==> src/rtl/core/mrrb_pkg.sv <==
// package for the broadcast node pool: sizes, codes, payload structs and helpers
// no dependencies; imported by every module of the block but mrrb_ram
`timescale 1ns / 1ps
`default_nettype none

package mrrb_pkg;

    // sizes
    localparam int CHANNELS     = 4;
    localparam int RING_DEPTH   = 16;
    localparam int SPARE_NODES  = 4;
    localparam int READERS      = 8;
    localparam int NODES_PER_CH = RING_DEPTH + SPARE_NODES;
    localparam int NODE_TOTAL   = CHANNELS * NODES_PER_CH;
    localparam int RING_SLOTS   = CHANNELS * RING_DEPTH;

    // widths
    localparam int POS_W   = $clog2(RING_DEPTH);
    localparam int DEPTH_W = POS_W + 1;
    localparam int RING_AW = $clog2(RING_SLOTS);
    localparam int NODE_AW = 7;
    localparam int PTR_W   = $clog2(NODES_PER_CH);
    localparam int CNT_W   = $clog2(NODES_PER_CH + 1);
    localparam int CH_W    = 2;
    localparam int RD_W    = 3;
    localparam int LEN_W   = 16;
    localparam int UC_W    = 4;
    localparam int NCH_W   = 3;
    localparam int Q_DEPTH = 2;

    // operation codes
    localparam logic [2:0] OP_OPEN    = 3'd0;
    localparam logic [2:0] OP_CLOSE   = 3'd1;
    localparam logic [2:0] OP_WRITE   = 3'd2;
    localparam logic [2:0] OP_ALLOC   = 3'd3;
    localparam logic [2:0] OP_WNODE   = 3'd4;
    localparam logic [2:0] OP_READ    = 3'd5;
    localparam logic [2:0] OP_RELEASE = 3'd6;

    // status codes
    localparam logic [2:0] ST_OK       = 3'd0;
    localparam logic [2:0] ST_NO_DATA  = 3'd1;
    localparam logic [2:0] ST_LOST     = 3'd2;
    localparam logic [2:0] ST_EMPTY    = 3'd3;
    localparam logic [2:0] ST_BAD_CH   = 3'd4;
    localparam logic [2:0] ST_NOT_OPEN = 3'd5;
    localparam logic [2:0] ST_BAD_NODE = 3'd6;

    // configuration register indexes
    localparam logic [1:0] CFG_CHANNELS = 2'd0;
    localparam logic [1:0] CFG_DEPTH    = 2'd1;
    localparam logic [1:0] CFG_MAX_LEN  = 2'd2;

    typedef logic [NODE_AW-1:0] node_t;
    typedef logic [POS_W-1:0]   pos_t;
    typedef logic [PTR_W-1:0]   ptr_t;
    typedef logic [CNT_W-1:0]   cnt_t;

    typedef struct packed {
        logic [2:0]       op;
        logic [CH_W-1:0]  channel;
        logic [RD_W-1:0]  reader;
        node_t            node;
        logic [LEN_W-1:0] total_length;
    } in_item_t;

    typedef struct packed {
        logic [2:0]       status;
        logic             node_valid;
        node_t            node_id;
        logic [LEN_W-1:0] node_len;
    } out_item_t;

    // classified command handed from front to back
    typedef struct packed {
        in_item_t item;
        logic     ch_ok;
        logic     rd_ok;
        logic     nd_ok;
    } cmd_t;

    // channel that owns a node id
    function automatic logic [CH_W-1:0] node_chan(input node_t id);
        logic [CH_W-1:0] c;
        c = '0;
        for (int i = 1; i < CHANNELS; i++)
        begin
            if (id >= NODE_AW'(i * NODES_PER_CH))
            begin
                c = CH_W'(i);
            end
        end
        return c;
    endfunction

    // address of a free list entry
    function automatic node_t fl_addr(input logic [CH_W-1:0] c, input ptr_t p);
        return NODE_AW'(NODE_AW'(c) * NODE_AW'(NODES_PER_CH)) + NODE_AW'(p);
    endfunction

    // address of a ring slot
    function automatic logic [RING_AW-1:0] ring_addr(input logic [CH_W-1:0] c,
                                                     input pos_t p);
        return RING_AW'(RING_AW'(c) * RING_AW'(RING_DEPTH)) + RING_AW'(p);
    endfunction

    function automatic ptr_t ptr_inc(input ptr_t p);
        return (p == PTR_W'(NODES_PER_CH - 1)) ? '0 : p + 1'b1;
    endfunction

    // ring position advance with wrap at the active depth
    function automatic pos_t pos_inc(input pos_t p, input logic [DEPTH_W-1:0] depth);
        return (({1'b0, p} + 1'b1) == depth) ? '0 : p + 1'b1;
    endfunction

endpackage

`default_nettype wire

==> src/rtl/core/mrrb_ram.sv <==
// generic simple dual port ram, one write and one registered read port
// no dependencies
`timescale 1ns / 1ps
`default_nettype none

module mrrb_ram #(
    parameter int WIDTH = 8,
    parameter int DEPTH = 64,
    localparam int AW = $clog2(DEPTH)
) (
    input  wire logic             clk,
    input  wire logic             we,
    input  wire logic [AW-1:0]    waddr,
    input  wire logic [WIDTH-1:0] wdata,
    input  wire logic [AW-1:0]    raddr,
    output logic      [WIDTH-1:0] rdata
);

    logic [WIDTH-1:0] mem [DEPTH];

    // write port
    always_ff @(posedge clk)
    begin
        if (we)
        begin
            mem[waddr] <= wdata;
        end
    end

    // registered read
    always_ff @(posedge clk)
    begin
        rdata <= mem[raddr];
    end

endmodule

`default_nettype wire

==> src/rtl/core/mrrb_front.sv <==
// front end: takes request transfers and classifies channel, reader and node
// depends on mrrb_pkg
`timescale 1ns / 1ps
`default_nettype none

module mrrb_front import mrrb_pkg::*; (
    input  wire logic               req_valid,
    output logic                    req_ready,
    input  wire in_item_t           req,
    input  wire logic [NCH_W-1:0]   eff_ch,
    input  wire logic [DEPTH_W-1:0] eff_depth,
    output logic                    cmd_valid,
    input  wire logic               cmd_ready,
    output cmd_t                    cmd
);

    logic [CH_W-1:0] nd_ch;
    node_t           nd_off;

    // handshake passes straight to the queue
    assign cmd_valid = req_valid;
    assign req_ready = cmd_ready;

    // node ownership and range
    assign nd_ch  = node_chan(req.node);
    assign nd_off = req.node - fl_addr(nd_ch, '0);

    always_comb
    begin
        cmd.item  = req;
        cmd.ch_ok = {1'b0, req.channel} < eff_ch;
        cmd.rd_ok = int'(req.reader) < READERS;
        cmd.nd_ok = (int'(req.node) < NODE_TOTAL)
                 && ({1'b0, nd_ch} < eff_ch)
                 && (nd_off < NODE_AW'(eff_depth) + NODE_AW'(SPARE_NODES));
    end

endmodule

`default_nettype wire

==> src/rtl/core/mrrb_queue.sv <==
// short command queue between front and back
// depends on mrrb_pkg
`timescale 1ns / 1ps
`default_nettype none

module mrrb_queue import mrrb_pkg::*; (
    input  wire logic clk,
    input  wire logic rst_n,
    input  wire logic push_valid,
    output logic      push_ready,
    input  wire cmd_t push_data,
    output logic      pop_valid,
    input  wire logic pop_ready,
    output cmd_t      pop_data
);

    localparam int QP_W = $clog2(Q_DEPTH);
    localparam int QC_W = $clog2(Q_DEPTH + 1);

    cmd_t            entry_reg [Q_DEPTH];
    logic [QP_W-1:0] wr_reg, wr_next;
    logic [QP_W-1:0] rd_reg, rd_next;
    logic [QC_W-1:0] cnt_reg, cnt_next;
    logic            do_push, do_pop;

    assign push_ready = cnt_reg != QC_W'(Q_DEPTH);
    assign pop_valid  = cnt_reg != '0;
    assign pop_data   = entry_reg[rd_reg];
    assign do_push    = push_valid && push_ready;
    assign do_pop     = pop_valid && pop_ready;

    // pointer and fill updates
    always_comb
    begin
        wr_next  = wr_reg;
        rd_next  = rd_reg;
        cnt_next = cnt_reg;
        if (do_push)
        begin
            wr_next = (wr_reg == QP_W'(Q_DEPTH - 1)) ? '0 : wr_reg + 1'b1;
        end
        if (do_pop)
        begin
            rd_next = (rd_reg == QP_W'(Q_DEPTH - 1)) ? '0 : rd_reg + 1'b1;
        end
        if (do_push && !do_pop)
        begin
            cnt_next = cnt_reg + 1'b1;
        end
        else if (do_pop && !do_push)
        begin
            cnt_next = cnt_reg - 1'b1;
        end
    end

    always_ff @(posedge clk or negedge rst_n)
    begin
        if (!rst_n)
        begin
            wr_reg  <= '0;
            rd_reg  <= '0;
            cnt_reg <= '0;
        end
        else
        begin
            wr_reg  <= wr_next;
            rd_reg  <= rd_next;
            cnt_reg <= cnt_next;
        end
    end

    // entry storage
    always_ff @(posedge clk)
    begin
        if (do_push)
        begin
            entry_reg[wr_reg] <= push_data;
        end
    end

endmodule

`default_nettype wire

==> src/rtl/core/mrrb_back.sv <==
// back end: sequencer over ring, use count, length and free list memories
// depends on mrrb_pkg and mrrb_ram
`timescale 1ns / 1ps
`default_nettype none

module mrrb_back import mrrb_pkg::*; (
    input  wire logic               clk,
    input  wire logic               rst_n,
    input  wire logic               reinit,
    input  wire logic [NCH_W-1:0]   eff_ch,
    input  wire logic [DEPTH_W-1:0] eff_depth,
    input  wire logic [LEN_W-1:0]   max_len,
    input  wire logic               cmd_valid,
    output logic                    cmd_ready,
    input  wire cmd_t               cmd,
    output logic                    rsp_valid,
    input  wire logic               rsp_ready,
    output out_item_t               rsp
);

    localparam logic [3:0] S_IDLE   = 4'd0;
    localparam logic [3:0] S_EXEC   = 4'd1;
    localparam logic [3:0] S_NDCHK  = 4'd2;
    localparam logic [3:0] S_RING   = 4'd3;
    localparam logic [3:0] S_OLDUC  = 4'd4;
    localparam logic [3:0] S_SLOT   = 4'd5;
    localparam logic [3:0] S_POP    = 4'd6;
    localparam logic [3:0] S_REL    = 4'd7;
    localparam logic [3:0] S_RDRING = 4'd8;
    localparam logic [3:0] S_RDUC   = 4'd9;

    // control state
    logic [3:0]             state_reg, state_next;
    pos_t                   wp_reg [CHANNELS];
    pos_t                   wp_next [CHANNELS];
    logic [READERS-1:0]     rd_open_reg, rd_open_next;
    logic [CH_W-1:0]        rd_ch_reg [READERS];
    logic [CH_W-1:0]        rd_ch_next [READERS];
    pos_t                   rd_b_reg [READERS];
    pos_t                   rd_b_next [READERS];
    pos_t                   rd_e_reg [READERS];
    pos_t                   rd_e_next [READERS];
    ptr_t                   fl_head_reg [CHANNELS];
    ptr_t                   fl_head_next [CHANNELS];
    ptr_t                   fl_tail_reg [CHANNELS];
    ptr_t                   fl_tail_next [CHANNELS];
    cnt_t                   fl_cnt_reg [CHANNELS];
    cnt_t                   fl_cnt_next [CHANNELS];
    logic [RING_SLOTS-1:0]  ring_vld_reg, ring_vld_next;
    logic [NODE_TOTAL-1:0]  uc_vld_reg, uc_vld_next;
    logic [NODE_TOTAL-1:0]  fl_vld_reg, fl_vld_next;
    logic                   out_valid_reg, out_valid_next;

    // payload state
    cmd_t                   cmd_reg, cmd_next;
    logic [RING_AW-1:0]     slot_reg, slot_next;
    node_t                  id_reg, id_next;
    out_item_t              out_reg, out_next;
    logic                   ring_rv_reg, uc_rv_reg, fl_rv_reg;
    node_t                  fl_raddr_reg;

    // memory ports
    logic                   ring_we, uc_we, nl_we, fl_we;
    logic [RING_AW-1:0]     ring_waddr, ring_raddr;
    node_t                  ring_wdata, ring_rdata;
    node_t                  uc_waddr, uc_raddr, nl_waddr, nl_raddr, fl_waddr, fl_raddr;
    logic [UC_W-1:0]        uc_wdata, uc_rdata, uc_cur;
    logic [LEN_W-1:0]       nl_wdata, nl_rdata, clamp_len;
    node_t                  fl_wdata, fl_rdata, pop_id;

    // command fields
    logic [CH_W-1:0]        ch;
    logic [RD_W-1:0]        rdx;
    logic [CH_W-1:0]        rch;
    pos_t                   rb, re, rw;
    logic [CH_W-1:0]        drop_ch;
    cnt_t                   init_n;

    mrrb_ram #(.WIDTH(NODE_AW), .DEPTH(RING_SLOTS)) u_ring (
        .clk(clk), .we(ring_we), .waddr(ring_waddr), .wdata(ring_wdata),
        .raddr(ring_raddr), .rdata(ring_rdata)
    );

    mrrb_ram #(.WIDTH(UC_W), .DEPTH(NODE_TOTAL)) u_count (
        .clk(clk), .we(uc_we), .waddr(uc_waddr), .wdata(uc_wdata),
        .raddr(uc_raddr), .rdata(uc_rdata)
    );

    mrrb_ram #(.WIDTH(LEN_W), .DEPTH(NODE_TOTAL)) u_len (
        .clk(clk), .we(nl_we), .waddr(nl_waddr), .wdata(nl_wdata),
        .raddr(nl_raddr), .rdata(nl_rdata)
    );

    mrrb_ram #(.WIDTH(NODE_AW), .DEPTH(NODE_TOTAL)) u_free (
        .clk(clk), .we(fl_we), .waddr(fl_waddr), .wdata(fl_wdata),
        .raddr(fl_raddr), .rdata(fl_rdata)
    );

    assign ch        = cmd_reg.item.channel;
    assign rdx       = cmd_reg.item.reader;
    assign rch       = rd_ch_reg[rdx];
    assign rb        = rd_b_reg[rdx];
    assign re        = rd_e_reg[rdx];
    assign rw        = wp_reg[rch];
    assign uc_cur    = uc_rv_reg ? uc_rdata : '0;
    assign pop_id    = fl_rv_reg ? fl_rdata : fl_raddr_reg;
    assign drop_ch   = node_chan(id_reg);
    assign clamp_len = (cmd_reg.item.total_length > max_len) ? max_len
                                                             : cmd_reg.item.total_length;
    assign init_n    = CNT_W'(eff_depth) + CNT_W'(SPARE_NODES);

    assign cmd_ready = (state_reg == S_IDLE) && !out_valid_reg;
    assign rsp_valid = out_valid_reg;
    assign rsp       = out_reg;

    // sequencer
    always_comb
    begin
        logic             done;
        logic [2:0]       st;
        logic             nv;
        node_t            nid;
        logic [LEN_W-1:0] nlen;
        logic             do_drop;

        done    = 1'b0;
        st      = ST_OK;
        nv      = 1'b0;
        nid     = '0;
        nlen    = '0;
        do_drop = 1'b0;

        state_next     = state_reg;
        wp_next        = wp_reg;
        rd_open_next   = rd_open_reg;
        rd_ch_next     = rd_ch_reg;
        rd_b_next      = rd_b_reg;
        rd_e_next      = rd_e_reg;
        fl_head_next   = fl_head_reg;
        fl_tail_next   = fl_tail_reg;
        fl_cnt_next    = fl_cnt_reg;
        ring_vld_next  = ring_vld_reg;
        uc_vld_next    = uc_vld_reg;
        fl_vld_next    = fl_vld_reg;
        out_valid_next = out_valid_reg;
        cmd_next       = cmd_reg;
        slot_next      = slot_reg;
        id_next        = id_reg;
        out_next       = out_reg;

        ring_we    = 1'b0;
        ring_waddr = slot_reg;
        ring_wdata = id_reg;
        ring_raddr = slot_reg;
        uc_we      = 1'b0;
        uc_waddr   = id_reg;
        uc_wdata   = '0;
        uc_raddr   = id_reg;
        nl_we      = 1'b0;
        nl_waddr   = pop_id;
        nl_wdata   = '0;
        nl_raddr   = id_reg;
        fl_we      = 1'b0;
        fl_waddr   = fl_addr(drop_ch, fl_tail_reg[drop_ch]);
        fl_wdata   = id_reg;
        fl_raddr   = fl_addr(ch, fl_head_reg[ch]);

        // result taken
        if (out_valid_reg && rsp_ready)
        begin
            out_valid_next = 1'b0;
        end

        unique case (state_reg)
            S_IDLE:
            begin
                if (cmd_valid && cmd_ready)
                begin
                    cmd_next   = cmd;
                    state_next = S_EXEC;
                end
            end

            S_EXEC:
            begin
                slot_next = ring_addr(ch, wp_reg[ch]);
                case (cmd_reg.item.op)
                    OP_OPEN:
                    begin
                        done = 1'b1;
                        if (!cmd_reg.ch_ok)
                        begin
                            st = ST_BAD_CH;
                        end
                        else if (!cmd_reg.rd_ok)
                        begin
                            st = ST_NOT_OPEN;
                        end
                        else
                        begin
                            rd_open_next[rdx] = 1'b1;
                            rd_ch_next[rdx]   = ch;
                            rd_b_next[rdx]    = wp_reg[ch];
                            rd_e_next[rdx]    = wp_reg[ch];
                        end
                    end

                    OP_CLOSE:
                    begin
                        done = 1'b1;
                        if (!cmd_reg.rd_ok || !rd_open_reg[rdx])
                        begin
                            st = ST_NOT_OPEN;
                        end
                        else
                        begin
                            rd_open_next[rdx] = 1'b0;
                        end
                    end

                    OP_WRITE:
                    begin
                        if (!cmd_reg.ch_ok)
                        begin
                            done = 1'b1;
                            st   = ST_BAD_CH;
                        end
                        else
                        begin
                            ring_raddr = ring_addr(ch, wp_reg[ch]);
                            state_next = S_RING;
                        end
                    end

                    OP_WNODE:
                    begin
                        if (!cmd_reg.ch_ok)
                        begin
                            done = 1'b1;
                            st   = ST_BAD_CH;
                        end
                        else if (!cmd_reg.nd_ok)
                        begin
                            done = 1'b1;
                            st   = ST_BAD_NODE;
                        end
                        else
                        begin
                            uc_raddr   = cmd_reg.item.node;
                            state_next = S_NDCHK;
                        end
                    end

                    OP_ALLOC:
                    begin
                        if (!cmd_reg.ch_ok)
                        begin
                            done = 1'b1;
                            st   = ST_BAD_CH;
                        end
                        else if (fl_cnt_reg[ch] == '0)
                        begin
                            done = 1'b1;
                            st   = ST_EMPTY;
                        end
                        else
                        begin
                            state_next = S_POP;
                        end
                    end

                    OP_READ:
                    begin
                        if (!cmd_reg.rd_ok || !rd_open_reg[rdx])
                        begin
                            done = 1'b1;
                            st   = ST_NOT_OPEN;
                        end
                        else if (rb == re && re == rw)
                        begin
                            done = 1'b1;
                            st   = ST_NO_DATA;
                        end
                        else if ((rb <= re && re <= rw) || (re <= rw && rw <= rb)
                              || (rw <= rb && rb <= re))
                        begin
                            rd_e_next[rdx] = rw;
                            rd_b_next[rdx] = pos_inc(rb, eff_depth);
                            ring_raddr     = ring_addr(rch, rb);
                            state_next     = S_RDRING;
                        end
                        else
                        begin
                            done           = 1'b1;
                            st             = ST_LOST;
                            rd_e_next[rdx] = rw;
                            rd_b_next[rdx] = rw;
                        end
                    end

                    OP_RELEASE:
                    begin
                        if (!cmd_reg.nd_ok)
                        begin
                            done = 1'b1;
                            st   = ST_BAD_NODE;
                        end
                        else
                        begin
                            uc_raddr   = cmd_reg.item.node;
                            id_next    = cmd_reg.item.node;
                            state_next = S_REL;
                        end
                    end

                    default:
                    begin
                        done = 1'b1;
                    end
                endcase
            end

            // write node: node must be allocated
            S_NDCHK:
            begin
                if (uc_cur == '0)
                begin
                    done = 1'b1;
                    st   = ST_BAD_NODE;
                end
                else
                begin
                    state_next = S_RING;
                end
            end

            // old slot contents
            S_RING:
            begin
                if (ring_rv_reg)
                begin
                    id_next    = ring_rdata;
                    uc_raddr   = ring_rdata;
                    state_next = S_OLDUC;
                end
                else
                begin
                    state_next = S_SLOT;
                end
            end

            S_OLDUC:
            begin
                do_drop    = 1'b1;
                state_next = S_SLOT;
            end

            // fill the slot
            S_SLOT:
            begin
                if (cmd_reg.item.op == OP_WNODE)
                begin
                    done                    = 1'b1;
                    ring_we                 = 1'b1;
                    ring_wdata              = cmd_reg.item.node;
                    ring_vld_next[slot_reg] = 1'b1;
                    wp_next[ch]             = pos_inc(wp_reg[ch], eff_depth);
                end
                else if (fl_cnt_reg[ch] == '0)
                begin
                    done                    = 1'b1;
                    st                      = ST_EMPTY;
                    ring_vld_next[slot_reg] = 1'b0;
                end
                else
                begin
                    state_next = S_POP;
                end
            end

            // take the head of the free list
            S_POP:
            begin
                done             = 1'b1;
                fl_head_next[ch] = ptr_inc(fl_head_reg[ch]);
                fl_cnt_next[ch]  = fl_cnt_reg[ch] - 1'b1;
                uc_we            = 1'b1;
                uc_waddr         = pop_id;
                uc_wdata         = UC_W'(1);
                nl_we            = 1'b1;
                if (cmd_reg.item.op == OP_WRITE)
                begin
                    nl_wdata                = clamp_len;
                    ring_we                 = 1'b1;
                    ring_wdata              = pop_id;
                    ring_vld_next[slot_reg] = 1'b1;
                    wp_next[ch]             = pos_inc(wp_reg[ch], eff_depth);
                end
                else
                begin
                    nv  = 1'b1;
                    nid = pop_id;
                end
            end

            S_REL:
            begin
                done = 1'b1;
                if (uc_cur == '0)
                begin
                    st = ST_BAD_NODE;
                end
                else
                begin
                    do_drop = 1'b1;
                end
            end

            // read slot contents
            S_RDRING:
            begin
                if (ring_rv_reg)
                begin
                    id_next    = ring_rdata;
                    uc_raddr   = ring_rdata;
                    nl_raddr   = ring_rdata;
                    state_next = S_RDUC;
                end
                else
                begin
                    done = 1'b1;
                    st   = ST_NO_DATA;
                end
            end

            S_RDUC:
            begin
                done = 1'b1;
                nv   = 1'b1;
                nid  = id_reg;
                nlen = nl_rdata;
                if (uc_cur != {UC_W{1'b1}})
                begin
                    uc_we    = 1'b1;
                    uc_wdata = uc_cur + 1'b1;
                end
            end

            default:
            begin
                state_next = S_IDLE;
            end
        endcase

        // drop one reference, last one returns the node to its free list
        if (do_drop && uc_cur != '0)
        begin
            uc_we    = 1'b1;
            uc_waddr = id_reg;
            uc_wdata = uc_cur - 1'b1;
            if (uc_cur == UC_W'(1) && fl_cnt_reg[drop_ch] < CNT_W'(NODES_PER_CH))
            begin
                fl_we                 = 1'b1;
                fl_tail_next[drop_ch] = ptr_inc(fl_tail_reg[drop_ch]);
                fl_cnt_next[drop_ch]  = fl_cnt_reg[drop_ch] + 1'b1;
            end
        end

        if (uc_we)
        begin
            uc_vld_next[uc_waddr] = 1'b1;
        end
        if (fl_we)
        begin
            fl_vld_next[fl_waddr] = 1'b1;
        end

        if (done)
        begin
            state_next          = S_IDLE;
            out_valid_next      = 1'b1;
            out_next.status     = st;
            out_next.node_valid = nv;
            out_next.node_id    = nv ? nid : '0;
            out_next.node_len   = nv ? nlen : '0;
        end

        // configuration change restarts all tables
        if (reinit)
        begin
            ring_vld_next = '0;
            uc_vld_next   = '0;
            fl_vld_next   = '0;
            rd_open_next  = '0;
            for (int c = 0; c < CHANNELS; c++)
            begin
                wp_next[c]      = '0;
                fl_head_next[c] = '0;
                if (NCH_W'(c) < eff_ch)
                begin
                    fl_cnt_next[c]  = init_n;
                    fl_tail_next[c] = (init_n == CNT_W'(NODES_PER_CH)) ? '0
                                                                       : PTR_W'(init_n);
                end
                else
                begin
                    fl_cnt_next[c]  = '0;
                    fl_tail_next[c] = '0;
                end
            end
        end
    end

    // control registers
    always_ff @(posedge clk or negedge rst_n)
    begin
        if (!rst_n)
        begin
            state_reg     <= S_IDLE;
            rd_open_reg   <= '0;
            ring_vld_reg  <= '0;
            uc_vld_reg    <= '0;
            fl_vld_reg    <= '0;
            out_valid_reg <= 1'b0;
            for (int c = 0; c < CHANNELS; c++)
            begin
                wp_reg[c]      <= '0;
                fl_head_reg[c] <= '0;
                fl_tail_reg[c] <= '0;
                fl_cnt_reg[c]  <= CNT_W'(NODES_PER_CH);
            end
            for (int r = 0; r < READERS; r++)
            begin
                rd_ch_reg[r] <= '0;
                rd_b_reg[r]  <= '0;
                rd_e_reg[r]  <= '0;
            end
        end
        else
        begin
            state_reg     <= state_next;
            rd_open_reg   <= rd_open_next;
            ring_vld_reg  <= ring_vld_next;
            uc_vld_reg    <= uc_vld_next;
            fl_vld_reg    <= fl_vld_next;
            out_valid_reg <= out_valid_next;
            wp_reg        <= wp_next;
            fl_head_reg   <= fl_head_next;
            fl_tail_reg   <= fl_tail_next;
            fl_cnt_reg    <= fl_cnt_next;
            rd_ch_reg     <= rd_ch_next;
            rd_b_reg      <= rd_b_next;
            rd_e_reg      <= rd_e_next;
        end
    end

    // payload registers and read side valid flags
    always_ff @(posedge clk)
    begin
        cmd_reg      <= cmd_next;
        slot_reg     <= slot_next;
        id_reg       <= id_next;
        out_reg      <= out_next;
        ring_rv_reg  <= ring_vld_reg[ring_raddr];
        uc_rv_reg    <= uc_vld_reg[uc_raddr];
        fl_rv_reg    <= fl_vld_reg[fl_raddr];
        fl_raddr_reg <= fl_raddr;
    end

endmodule

`default_nettype wire

==> src/rtl/core/multi_reader_ring_buffer_pool_top.sv <==
// The back sequencer handles one command at a time, each memory step waiting on a registered
// read of ring, count or free list; the two-entry queue in front of it takes requests meanwhile.
// Reset: asynchronous, clears every table at once through valid bits; no clearing pass.
// A write to the channels, depth or maximum length register sets reinit_reg, which reinitializes all tables.
// top level: configuration registers, front, queue and back; depends on mrrb_pkg, mrrb_front, mrrb_queue, mrrb_back
`timescale 1ns / 1ps
`default_nettype none

module multi_reader_ring_buffer_pool_top import mrrb_pkg::*; (
    input  wire logic             clk,
    input  wire logic             rst_n,
    input  wire logic             req_valid,
    output logic                  req_ready,
    input  wire in_item_t         req,
    output logic                  rsp_valid,
    input  wire logic             rsp_ready,
    output out_item_t             rsp,
    input  wire logic             cfg_valid,
    output logic                  cfg_ready,
    input  wire logic [1:0]       cfg_index,
    input  wire logic [LEN_W-1:0] cfg_data
);

    logic [NCH_W-1:0]   chn_reg;
    logic [DEPTH_W-1:0] dep_reg;
    logic [LEN_W-1:0]   max_len_reg;
    logic               reinit_reg;
    logic [NCH_W-1:0]   eff_ch;
    logic [DEPTH_W-1:0] eff_depth;
    logic               f_valid, f_ready, b_valid, b_ready;
    cmd_t               f_cmd, b_cmd;

    assign cfg_ready = 1'b1;

    // clamp configuration to the built sizes
    assign eff_ch = (chn_reg == '0) ? NCH_W'(1)
                  : (chn_reg > NCH_W'(CHANNELS)) ? NCH_W'(CHANNELS) : chn_reg;
    assign eff_depth = (dep_reg == '0) ? DEPTH_W'(1)
                     : (dep_reg > DEPTH_W'(RING_DEPTH)) ? DEPTH_W'(RING_DEPTH) : dep_reg;

    // configuration registers
    always_ff @(posedge clk or negedge rst_n)
    begin
        if (!rst_n)
        begin
            chn_reg     <= NCH_W'(CHANNELS);
            dep_reg     <= DEPTH_W'(RING_DEPTH);
            max_len_reg <= '1;
            reinit_reg  <= 1'b0;
        end
        else
        begin
            reinit_reg <= 1'b0;
            if (cfg_valid && cfg_ready)
            begin
                unique case (cfg_index)
                    CFG_CHANNELS:
                    begin
                        chn_reg    <= cfg_data[NCH_W-1:0];
                        reinit_reg <= 1'b1;
                    end
                    CFG_DEPTH:
                    begin
                        dep_reg    <= cfg_data[DEPTH_W-1:0];
                        reinit_reg <= 1'b1;
                    end
                    CFG_MAX_LEN:
                    begin
                        max_len_reg <= cfg_data;
                        reinit_reg  <= 1'b1;
                    end
                    default:
                    begin
                        reinit_reg <= 1'b0;
                    end
                endcase
            end
        end
    end

    mrrb_front u_front (
        .req_valid(req_valid),
        .req_ready(req_ready),
        .req(req),
        .eff_ch(eff_ch),
        .eff_depth(eff_depth),
        .cmd_valid(f_valid),
        .cmd_ready(f_ready),
        .cmd(f_cmd)
    );

    mrrb_queue u_queue (
        .clk(clk),
        .rst_n(rst_n),
        .push_valid(f_valid),
        .push_ready(f_ready),
        .push_data(f_cmd),
        .pop_valid(b_valid),
        .pop_ready(b_ready),
        .pop_data(b_cmd)
    );

    mrrb_back u_back (
        .clk(clk),
        .rst_n(rst_n),
        .reinit(reinit_reg),
        .eff_ch(eff_ch),
        .eff_depth(eff_depth),
        .max_len(max_len_reg),
        .cmd_valid(b_valid),
        .cmd_ready(b_ready),
        .cmd(b_cmd),
        .rsp_valid(rsp_valid),
        .rsp_ready(rsp_ready),
        .rsp(rsp)
    );

endmodule

`default_nettype wire

==> config.mk <==
export PLATFORM = sky130hd
export DESIGN_NAME = multi_reader_ring_buffer_pool_top
export DESIGN_NICKNAME = d
export VERILOG_FILES = /design/src/rtl/core/mrrb_pkg.sv /design/src/rtl/core/mrrb_ram.sv /design/src/rtl/core/mrrb_front.sv /design/src/rtl/core/mrrb_queue.sv /design/src/rtl/core/mrrb_back.sv /design/src/rtl/core/multi_reader_ring_buffer_pool_top.sv
export SDC_FILE = /design/constraint.sdc
export NUM_CORES = 2
export LEC_CHECK = 0
export ABC_AREA = 1
export BUFFER_PORTS_ARGS = -buffer_cell sky130_fd_sc_hd__buf_2
export CAP_MARGIN = 20
export CORE_MARGIN = 5
export CORE_UTILIZATION = 65
export CTS_CLUSTER_DIAMETER = 80
export DETAILED_ROUTE_END_ITERATION = 12
export GPL_TIMING_DRIVEN = 0
export PLACE_DENSITY = 0.82
export SLEW_MARGIN = 20
export SYNTH_ARGS = -nofsm -noshare
export SYNTH_HDL_FRONTEND = slang
export SYNTH_SLANG_ARGS = --single-unit
==> constraint.sdc <==
create_clock -name clk -period 14.5 [get_ports clk]
set_input_delay 1.45 -clock clk [delete_from_list [all_inputs] [get_ports clk]]
set_output_delay 1.45 -clock clk [all_outputs]
set_load 0.1 [all_outputs]
==> impl_results.md <==
* DRT Pass-1 Iters at 10
* Synth Area per Inst at 11.4 sq um
* Yosys reg bits at 3213
* IO Port Bufs at 82
* Layout area overhead at 13.9%
* Slew Limit Fails at 0
* Postcts setup bufs at 0
* Root Buffer: clkbuf_16
* Cell variety after synth at 67
* RSZ-0062 raised after global routing: no
* Xor/xnor share of the synthesized area at 0.00135
* CP required at 15.07 ns
* Sink Count at 3213
* H-tree depth at 5
* Crit. End Element: register
* Slowest stage delay, CP at 0.98 ns
* Max Root-Sink Buffers at 4
* Commonest cells after routing, fill and taps aside: 2747 x edfxtp_1, 2275 x nor2_1, 1407 x o21ai_0, 889 x nand2_1, 791 x inv_1
* DRT Wirelength at 476 mm
* Synthesized area at 136000 sq um
* Clk_skew at 0.0819 ns
* Cell taking the most area after synthesis: edfxtp_1
* Biggest regs: u_back.u_len.mem (1280), u_back.u_free.mem (560), u_back.u_ring.mem (448)
* First DRT Iteration DRCs at 18400
* Slew @ Worst Pin at 1.34 ns
* Vias post-DR at 107000
* P per Cell Area at 221 nW/um^2
* Share of cells above drive strength 1 at 0.0855
* Post-synth EDFFs at 2747
* Hpwl dp at 334 mm
* CP Class: register to register
* Die height at 467 microns
* Yosys warns at 0
* Max reg flops at 1280
* Dominant synthesized flop cell: edfxtp_1
* Critical Path, Cell by Cell: clkinv_1 > o31ai_1 > inv_1 > nand2_1 > buf_2 > o22ai_1 > o21bai_1 > a21oi_1 > ha_1 > inv_1 > fa_1 > or2_2 > nand2_1 > inv_1 > nor3_1 > nand2_1 > nor2_1
* Hold slack at 0.461 ns
* First-pass GRT wire length at 680 mm
* Setup TNS Final at 0 ns
* Io pins at 84
* Reg clk slew, reported paths at 0.06 ns
* Worst-Skew Late Latency at 0.99 ns
* Core area at 209000 sq um
* Routed Antenna Nets at 0
* Most flops, register: u_back.u_len.mem
* Row cnt at 168
* Global placer's final weighted congestion at 1.04
* Largest family of logic cells by synthesized area: simple AND/OR/NAND/NOR gates
* Vias in the first global route at 103000
* Gr usage total at 0.429
* Post-route DRC at 0
* CP max stage cell: nor2_1
* # hold bufs at CTS at 0
* Effective utilization at floorplan at 0.651
* Final period utilization at 0.469
* CTS tree: done
* Synth area leaders: edfxtp_1 61%, dfrtp_1 7.3%, nor2_1 6.5%
* Max_cap viols at 0
* HP Class: primary input to async pin
* Final setup violation count at 0
* Design Area, Final at 155000 sq um
* Overflow after GRT at 0
* Final hold vios at 0
* Startpoint Class: register
* Status: completed
* Drt wl/cell at 30.5 microns
* Die width at 467 microns
* DR vias/cell at 6.83
* Die Area at 218000 sq um
* Asr flop ratio synth at 0.131
* Worst EP arrival at 7.38 ns
* Total power at 34300 uW
* Synth top area share at 0.607
* Worst setup margin at 7.70 ns
* Final min period at 6.80 ns
* Slew Limit Headroom at 0.109
* VDD IR max at 0.000229 V
* LEAKAGE at 0.0582 uW
* Synth Area in Simple Gates at 0.132
* Most common cell after layout, fill and taps aside: edfxtp_1
* Post-synthesis sequential area ratio at 0.691
* Cell Area, Placed at 144000 sq um
* Final nets at 12600
* Pre-CTS WS at 8.04 ns
* Cts repair resizes at 0
* Adder-Cell Fraction of Synth Area at 0.00569
* Max FO, Critical Path at 12
* Largest net degree at the start of global routing at 97
* Fmax at 147 MHz
* CTS Buf Count at 332
* Synth Instances at 11900
* Compound-Gate Fraction of Synth Area at 0.117
* Mux cell area share after synthesis at 0.00649
* Initial antenna violation count at 22
worst paths after layout:
kind | startpoint | endpoint | slack (ns) | depth (start not counted)
worst max-delay path | u_back.fl_wdata[5] | u_back.u_free.mem[45][6] | 7.70 | 17
worst min-delay path | rst_n | u_back.fl_vld_reg[47] | 0.46 | 1
worst max register to register | u_back.fl_wdata[5] | u_back.u_free.mem[45][6] | 7.70 | 17
worst min register to register | u_back.fl_tail_reg[7] | u_back.fl_tail_reg[7] | 0.48 | 2
max in group asynchronous | rst_n | u_back.uc_vld_reg[77] | 11.95 | 4
min in group clk | u_back.fl_tail_reg[7] | u_back.fl_tail_reg[7] | 0.48 | 2
synthesized netlist by cell type (11+ instances only):
cell type and instances:
nand3_1 667, mux2_2 33, o22ai_1 429, o211ai_1 126, inv_1 792, a31oi_1 22
clkbuf_1 569, o21ai_0 1415, clkinv_1 37, ha_1 57, a21oi_1 163, o221ai_1 164
nand2_1 890, dfrtp_1 396, buf_2 90, mux2i_1 51, buf_4 18, dfxtp_1 44
a221oi_1 25, o21a_1 53, nor2_1 2357, buf_6 14, nor3_1 181, edfxtp_1 2747
o32ai_1 147, nand4_1 14, dfstp_2 26, a22oi_1 38, xor2_1 16, inv_2 12
o21ai_1 11, a2bb2oi_1 20, buf_1 44, nand3b_1 163
final cells by class:
cell class / instances / area, sq um
inverter: 842 / 3160
clock buffer: 438 / 9000
buffer: 736 / 3070
sequential: 3213 / 94000
antenna: 11 / 27.5
tap: 2805 / 3510
timing repair buffer: 270 / 4080
fill: 13500 / 54000
multi-input combinational: 7139 / 36700
clock inverter: 153 / 1500
power by group:
group / switching, uW / internal, uW / leakage [uW]
combinational: 11000 / 3550 / 0.0189
clock: 3580 / 4840 / 0.00512
sequential: 300 / 10900 / 0.0342
total: 14900 / 19300 / 0.0582
per-layer routing:
metal	vias to the layer above	GRT usage	part of all wire
met3	1976	0.123	0.14
li1	44000	-	-
met5	-	0	0.00021
met4	14	0.260	0.075
met2	9308	0.648	0.44
met1	51300	0.558	0.34
worst max-delay path, delay by kind of cell (launching register included):
| kind | cells | cell delay, ns |
|---|---|---|
| simple gates | 6 | 2.46 |
| compound gates | 4 | 1.12 |
| buf+inv | 5 | 1.22 |
| fa+ha+maj | 2 | 0.67 |
| flops | 1 | 0.90 |
cell families after synthesis:
family | Yosys count
simple gates | 4307
flops | 3213
compound gates | 2665
buf+inv | 1578
mux | 84
fa+ha+maj | 60
xor+xnor | 21
other cells | 1
stage by stage:
step | instances | utilization
2_1_floorplan | 11900 | -
3_3_place_gp | 14800 | 0.670
3_5_place_dp | 15000 | 0.691
4_1_cts | 15600 | 0.741
5_1_grt | 15600 | 0.742
6_report | 15600 | 0.742
(Power assumes the default switching activity.)
